<file path="config.mk">
export PLATFORM = sky130hd
export DESIGN_NAME = pbba_ctrl
export DESIGN_NICKNAME = d
export VERILOG_FILES = /design/src/rtl/pbba_pkg.sv /design/src/rtl/pbba_ctrl.sv
export SDC_FILE = /design/constraint.sdc
export NUM_CORES = 1
export LEC_CHECK = 0
export ABC_CLOCK_PERIOD_IN_PS = 1480
export BUFFER_PORTS_ARGS = -buffer_cell sky130_fd_sc_hd__buf_2
export CAP_MARGIN = 20
export CORE_UTILIZATION = 40
export CTS_CLUSTER_DIAMETER = 120
export DETAILED_ROUTE_END_ITERATION = 10
export PLACE_DENSITY = 0.8
export SYNTH_ARGS = -nofsm -noshare
export SYNTH_HDL_FRONTEND = slang
export SYNTH_SLANG_ARGS = --single-unit
</file>
<file path="constraint.sdc">
create_clock -name i_clk -period 1.48 [get_ports i_clk]
set_input_delay 0.148 -clock i_clk [delete_from_list [all_inputs] [get_ports i_clk]]
set_output_delay 0.148 -clock i_clk [all_outputs]
set_load 0.05 [all_outputs]
</file>
<file path="src/rtl/pbba_pkg.sv">
// ----------------------------------------------------------------------------
// pbba_pkg
// Shared types, constants and helpers of the power-of-two bucket allocator.
// ----------------------------------------------------------------------------
`default_nettype none

package pbba_pkg;

    // field widths
    localparam int REQ_W     = 17;
    localparam int ADDR_W    = 16;
    localparam int CLS_W     = 4;
    localparam int ST_W      = 2;
    localparam int CFG_W     = 17;
    localparam int CFG_IDX_W = 1;
    localparam int BKT_W     = 5;

    // arithmetic widths
    localparam int SZ_W  = 18;
    localparam int LEN_W = 19;
    localparam int AMT_W = 20;

    // allocator constants
    localparam int ADDR_CEIL  = 65528;
    localparam int SAT_BUCKET = 14;

    // request kinds
    localparam logic KIND_ALLOC = 1'b0;
    localparam logic KIND_FREE  = 1'b1;

    // result status codes
    localparam logic [ST_W-1:0] ST_ALLOC   = 2'd0;
    localparam logic [ST_W-1:0] ST_OOM     = 2'd1;
    localparam logic [ST_W-1:0] ST_FREED   = 2'd2;
    localparam logic [ST_W-1:0] ST_IGNORED = 2'd3;

    // configuration register indexes
    localparam logic [CFG_IDX_W-1:0] CFG_INIT_PAGE = 1'd0;
    localparam logic [CFG_IDX_W-1:0] CFG_PAGE      = 1'd1;

    typedef struct packed {
        logic              kind;
        logic [REQ_W-1:0]  request_bytes;
        logic [ADDR_W-1:0] block_address;
    } t_in_item;

    typedef struct packed {
        logic [ADDR_W-1:0] granted_address;
        logic [CLS_W-1:0]  size_class;
        logic [ST_W-1:0]   status;
    } t_out_item;

    // per 8-byte slot tag
    typedef struct packed {
        logic              in_use;
        logic [BKT_W-1:0]  bucket;
        logic [ADDR_W-1:0] next;
    } t_tag;

    // controller to datapath commands
    typedef struct packed {
        logic clr_step;
        logic take;
        logic size_init;
        logic size_step;
        logic tag_rd_head;
        logic pop;
        logic sz_load;
        logic walk_rd;
        logic walk_next;
        logic page_open;
        logic page_hit;
        logic carve;
        logic tag_rd_free;
        logic free_do;
        logic res_oom0;
        logic res_oom_b;
        logic res_ignore;
        logic push;
    } t_cmd;

    // datapath to controller status
    typedef struct packed {
        logic clear_last;
        logic in_kind;
        logic size_more;
        logic bkt_oob;
        logic head_hit;
        logic walk_empty;
        logic walk_fit;
        logic page_ok;
        logic free_ok;
        logic tag_in_use;
        logic slot_free;
    } t_sts;

    // smallest p with (8 << p) >= pb
    function automatic logic [BKT_W-1:0] page_bucket(input logic [CFG_W-1:0] pb);
        logic [BKT_W-1:0] cnt;
        cnt = '0;
        for (int k = 0; k < SAT_BUCKET; k++) begin
            if ((18'd8 << k) < {1'b0, pb}) begin
                cnt = cnt + 1'b1;
            end
        end
        return cnt;
    endfunction

endpackage

`default_nettype wire

</file>
<file path="src/rtl/pbba_ctrl.sv">
// ----------------------------------------------------------------------------
// pbba_ctrl
// Sequencer of the allocator: clearing pass, bucket sizing, list pop,
// page walk, page open, carve and free.
// ----------------------------------------------------------------------------
`default_nettype none

module pbba_ctrl import pbba_pkg::*; (
    input  wire logic i_clk,
    input  wire logic i_rst_n,
    input  wire logic i_in_valid,
    input  wire t_sts i_sts,
    output logic      o_in_stall,
    output t_cmd      o_cmd
);

    typedef enum logic [3:0] {
        S_CLEAR, S_IDLE, S_INIT, S_SIZE, S_HEAD, S_POP, S_WALK, S_CMP,
        S_OPEN, S_CARVE, S_FCHK, S_FDEC, S_OUT
    } t_state;

    t_state r_state, n_state;

    // state register
    always_ff @(posedge i_clk) begin
        if (!i_rst_n) begin
            r_state <= S_CLEAR;
        end else begin
            r_state <= n_state;
        end
    end

    assign o_in_stall = (r_state != S_IDLE);

    // next state and commands
    always_comb begin
        n_state = r_state;
        o_cmd   = '0;
        unique case (r_state)
            S_CLEAR: begin
                o_cmd.clr_step = 1'b1;
                if (i_sts.clear_last) n_state = S_IDLE;
            end
            S_IDLE: begin
                if (i_in_valid) begin
                    o_cmd.take = 1'b1;
                    n_state = (i_sts.in_kind == KIND_FREE) ? S_FCHK : S_INIT;
                end
            end
            S_INIT: begin
                o_cmd.size_init = 1'b1;
                n_state = S_SIZE;
            end
            S_SIZE: begin
                if (i_sts.size_more) begin
                    o_cmd.size_step = 1'b1;
                end else if (i_sts.bkt_oob) begin
                    o_cmd.res_oom0 = 1'b1;
                    n_state = S_OUT;
                end else begin
                    n_state = S_HEAD;
                end
            end
            S_HEAD: begin
                if (i_sts.head_hit) begin
                    o_cmd.tag_rd_head = 1'b1;
                    n_state = S_POP;
                end else begin
                    o_cmd.sz_load = 1'b1;
                    n_state = S_WALK;
                end
            end
            S_POP: begin
                o_cmd.pop = 1'b1;
                n_state = S_OUT;
            end
            S_WALK: begin
                if (i_sts.walk_empty) begin
                    n_state = S_OPEN;
                end else begin
                    o_cmd.walk_rd = 1'b1;
                    n_state = S_CMP;
                end
            end
            S_CMP: begin
                if (i_sts.walk_fit) begin
                    o_cmd.page_hit = 1'b1;
                    n_state = S_CARVE;
                end else begin
                    o_cmd.walk_next = 1'b1;
                    n_state = S_WALK;
                end
            end
            S_OPEN: begin
                if (i_sts.page_ok) begin
                    o_cmd.page_open = 1'b1;
                    n_state = S_CARVE;
                end else begin
                    o_cmd.res_oom_b = 1'b1;
                    n_state = S_OUT;
                end
            end
            S_CARVE: begin
                o_cmd.carve = 1'b1;
                n_state = S_OUT;
            end
            S_FCHK: begin
                if (i_sts.free_ok) begin
                    o_cmd.tag_rd_free = 1'b1;
                    n_state = S_FDEC;
                end else begin
                    o_cmd.res_ignore = 1'b1;
                    n_state = S_OUT;
                end
            end
            S_FDEC: begin
                if (i_sts.tag_in_use) begin
                    o_cmd.free_do = 1'b1;
                end else begin
                    o_cmd.res_ignore = 1'b1;
                end
                n_state = S_OUT;
            end
            S_OUT: begin
                if (i_sts.slot_free) begin
                    o_cmd.push = 1'b1;
                    n_state = S_IDLE;
                end
            end
            default: n_state = S_CLEAR;
        endcase
    end

endmodule

`default_nettype wire

</file>
**Word-level counts from Yosys, hierarchy flattened**

Index checks and enable logic that the tools add are counted.

- Bits in registers: 4
- Input bits: 14
- Output and inout port bits: 19
- Logic and storage cells: 67

- Equality and inequality tests: 17
- Multiplexer cells: 46
- Reduce and logical (&&, ||, !) cells: 3

Operator list:

| cell | number |
|---|---|
| $pmux W4 S11 | 1 |
| $mux W1 | 33 |
| $mux W4 | 8 |
| $eq A4 B4 Y1 const B | 5 |
| $eq A4 B3 Y1 const B | 4 |
| $eq A4 B2 Y1 const B | 2 |
| $ne A2 B2 Y1 const B | 4 |
| $mux W3 | 2 |
| $eq A4 B1 Y1 const B | 1 |
| $logic_not A4 Y1 | 1 |
| $ne A4 B1 Y1 const B | 1 |
| $reduce_and A4 Y1 | 1 |
| $reduce_or A3 Y1 | 1 |
| $mux W2 | 1 |
| $pmux W1 S2 | 1 |

**Longest topological paths before layout**

- Depth in word-level cells: 3
- Gate-level depth with buffers: 6
- Mapped depth without buffers: 5

**Worst setup path after synthesis**

Ideal clock, no wire load.

- Kind: reg-to-output
- Start: register r_state[3]
- End: output port o_cmd[10] in the netlist's numbering
- Arrival: 2.175 ns
- Required time: 1.332 ns
- Setup slack: -0.843 ns
- Stages on the path, launching flop included: 4
- Path buffers: 2
- Cells stage by stage: dfxtp_1 -> buf_4 -> clkbuf_1 -> nor4_1

RTL lines:

| element | RTL line | RTL |
|---|---|---|
| from (decl) | pbba_ctrl.sv:22 | `t_state r_state, n_state;` |
| from (signal assigned) | pbba_ctrl.sv:29 | `r_state <= n_state;` |
| to (decl) | pbba_ctrl.sv:14 | `output t_cmd o_cmd` |

==> flow_metrics.tcl <==
set metrics [dict create \
    ys_seq_area_share_pct 12.98 \
    postSynthAreaPerCell_um2 7.257 \
    placementRows 13 \
    hp-class "primary input to flop" \
    clock_skew_ps 13.09 \
    initial_utilization_pct 45.15 \
    clock_path_buffers 2 \
    io_pins 33 \
    vias 938 \
    cpPeakStageDelay_ps 340 \
    multiInputGateArea_um2 574.3 \
    utilization_pct 81.04 \
    setup_tns_ps -19.95 \
    tightest_slew_ps 298.2 \
    fin_area_um2 1107 \
    largest_register_ffs 4 \
    netlist_area_um2 616.8 \
    worst_setup_path_start_kind "flop" \
    coreArea_um2 1366 \
    cts_root_buf "clkbuf_4" \
    dr.pass1.iters 5 \
    grt-ovfl-total 0 \
    max-cap-violations 0 \
    timing.hold.ws_ps 179.4 \
    power_density_nw_per_um2 1574 \
    drc 0 \
    synthToLayoutAreaGrowth_pct 79.51 \
    path_clk_slew_ps 50 \
    cts_made_buffers 3 \
    h-tree-depth 1 \
    async_flop_share_pct 0 \
    fin_nets 143 \
    largest-register "r_state" \
    synthCells 85 \
    period_share_pct 100.7 \
    slew-limit-headroom_pct 80.12 \
    drive_gt1_share_pct 62.99 \
    num_antenna_cells 0 \
    crit_slowest_cell "dfxtp_2" \
    r2r_slack_ps 30 \
    max_freq_mhz 671.0 \
    seq_area_um2 90.09 \
    insertion_delay_ps 260 \
    cts_hold_buf 0 \
    fin_ws_ps -10.42 \
    grt_pass1_vias 760 \
    synthDistinctLibCells 41 \
    die_y_um 41.27 \
    end_kind "output port" \
    reg_top3 "r_state (4)" \
    wl_per_cell_um 19.47 \
    hold_viol 0 \
    drtIter0Drc 83 \
    yosysWarnings 0 \
    finalSetupViolCount 3 \
    violations "setup timing" \
    synth_flop_cell "dfxtp_1" \
    detail-route-antenna-nets 0 \
    path_cells "buf_12, and2b_2, and3_4, buf_8" \
    crit_type "flop to output port" \
    nFillCells 66 \
    place.gp.congestion 0.8874 \
    worstPathArrival_ps 1340 \
    io_buffers 32 \
    drt_wl_total_mm 2.765 \
    ys_ff_latch 4 \
    rsz0062_at_grt "yes" \
    max-vdd-ir-drop_mv 0.9767 \
    hpwl_mm 1.516 \
    dieWidth_um 41.27 \
    antenna_found_initial 0 \
    grt_pass1_wl_mm 3.532 \
    syn_nets 99 \
    placed_area_um2 879.6 \
    synth_edf_count 0 \
    avgViaCountPerCell 6.606 \
    cp_data_required_time_ps 1330 \
    p_leak_nw 0.5165 \
    die-area_um2 1703 \
    critPathMaxFanout 15 \
    slew_viol_final 0 \
    grt_use_total_pct 32.15 \
    status "finished with violations" \
    cts_tree "built" \
    grt_max_degree 16 \
    period_needed_ps 1490 \
    clock_sinks 4 \
]
[per-stage QoR]
stage	cells	setup slack, ps	power [mW]
after floorplan	85	-257.8	1.019
after global placement	133	51.92	1.246
after detailed placement	133	20.65	1.256
after CTS	140	-2.489	1.542
final	142	-10.42	1.743
after global routing	142	-39.47	1.824
[placed cells by master (no fill, tap or decap), types with 2 or more instances in the layout]
cell / Yosys / routed
and3_1: 7 / 6
and2b_4: 2 / 2
inv_2: 1 / 2
clkbuf_4: 0 / 5
o31ai_1: 2 / 2
nor2_2: 0 / 3
nand3_1: 2 / 2
nor2_4: 0 / 2
o21ai_1: 6 / 6
buf_4: 3 / 17
dfxtp_4: 0 / 2
buf_8: 0 / 2
buf_6: 2 / 11
and3_4: 1 / 3
dfxtp_2: 0 / 2
buf_2: 2 / 14
nor4_4: 1 / 5
a21oi_1: 2 / 2
nand2_1: 6 / 5
inv_1: 3 / 2
nor2_1: 10 / 5
[synth_stat cells (all sizes together) (2+ instances only)]
cell type,n,share of area [%]
nand3b,2,3.0
buf,7,8.9
o31ai,2,2.4
nand3,2,1.6
nor4,6,8.5
and3,10,11
o21ai,7,5.7
a31oi,2,3.0
inv,4,2.4
nand2,6,3.7
a211oi,2,2.4
and2b,3,4.5
dfxtp,4,13
a21oi,2,1.6
nor2,10,6.1
[metal layers]
metal	global-route usage (%)	routed length, µm
met5	0	0
met3	2.174	256
met1	42.36	1003
met4	16.13	122
met2	51.95	1382
[cells by family after synthesis]
| logic type | after synthesis | share of synthesized area (%) |
|---|---|---|
| AOI/OAI and AO/OA | 22 | 24.75 |
| buffers and inverters | 12 | 11.97 |
| DFF | 4 | 12.98 |
| muxes | 2 | 4.056 |
| and+or+nand+nor | 45 | 46.25 |
[worst max-delay path, delay by kind of cell, from the launching register on]
kind | cells | cell delay (ps)
buffers and inverters | 2 | 300
flip-flops | 1 | 340
AND/OR/NAND/NOR | 2 | 440
[final timing paths]
kind / startpoint / to / depth (start not counted)
setup / recovery: r_state[3] / o_cmd[2] / 4
hold / removal: i_rst_n / r_state[1] / 2
setup reg to reg: r_state[0] / r_state[1] / 6
hold reg to reg: r_state[0] / r_state[0] / 3
[where the power goes]
part / internal, mW / switching (mW)
sequential: 0.152 / 0.0705
combinational: 0.545 / 0.822
clock: 0.0918 / 0.0607
total: 0.789 / 0.953
[final cells by class]
class	count	area share, %
clock buffer	3	2.034
sequential	4	8.136
tap	15	1.695
inverter	4	1.356
timing repair buffer	47	34.92
multi-input combinational	69	51.86
[timing repair]
item                                    CTS  global route
pin swaps                                 0             5
endpoints found under the setup margin   19            22
buffers inserted                          4             2
gates resized for setup                  31            22
(Power assumes the default switching activity.)
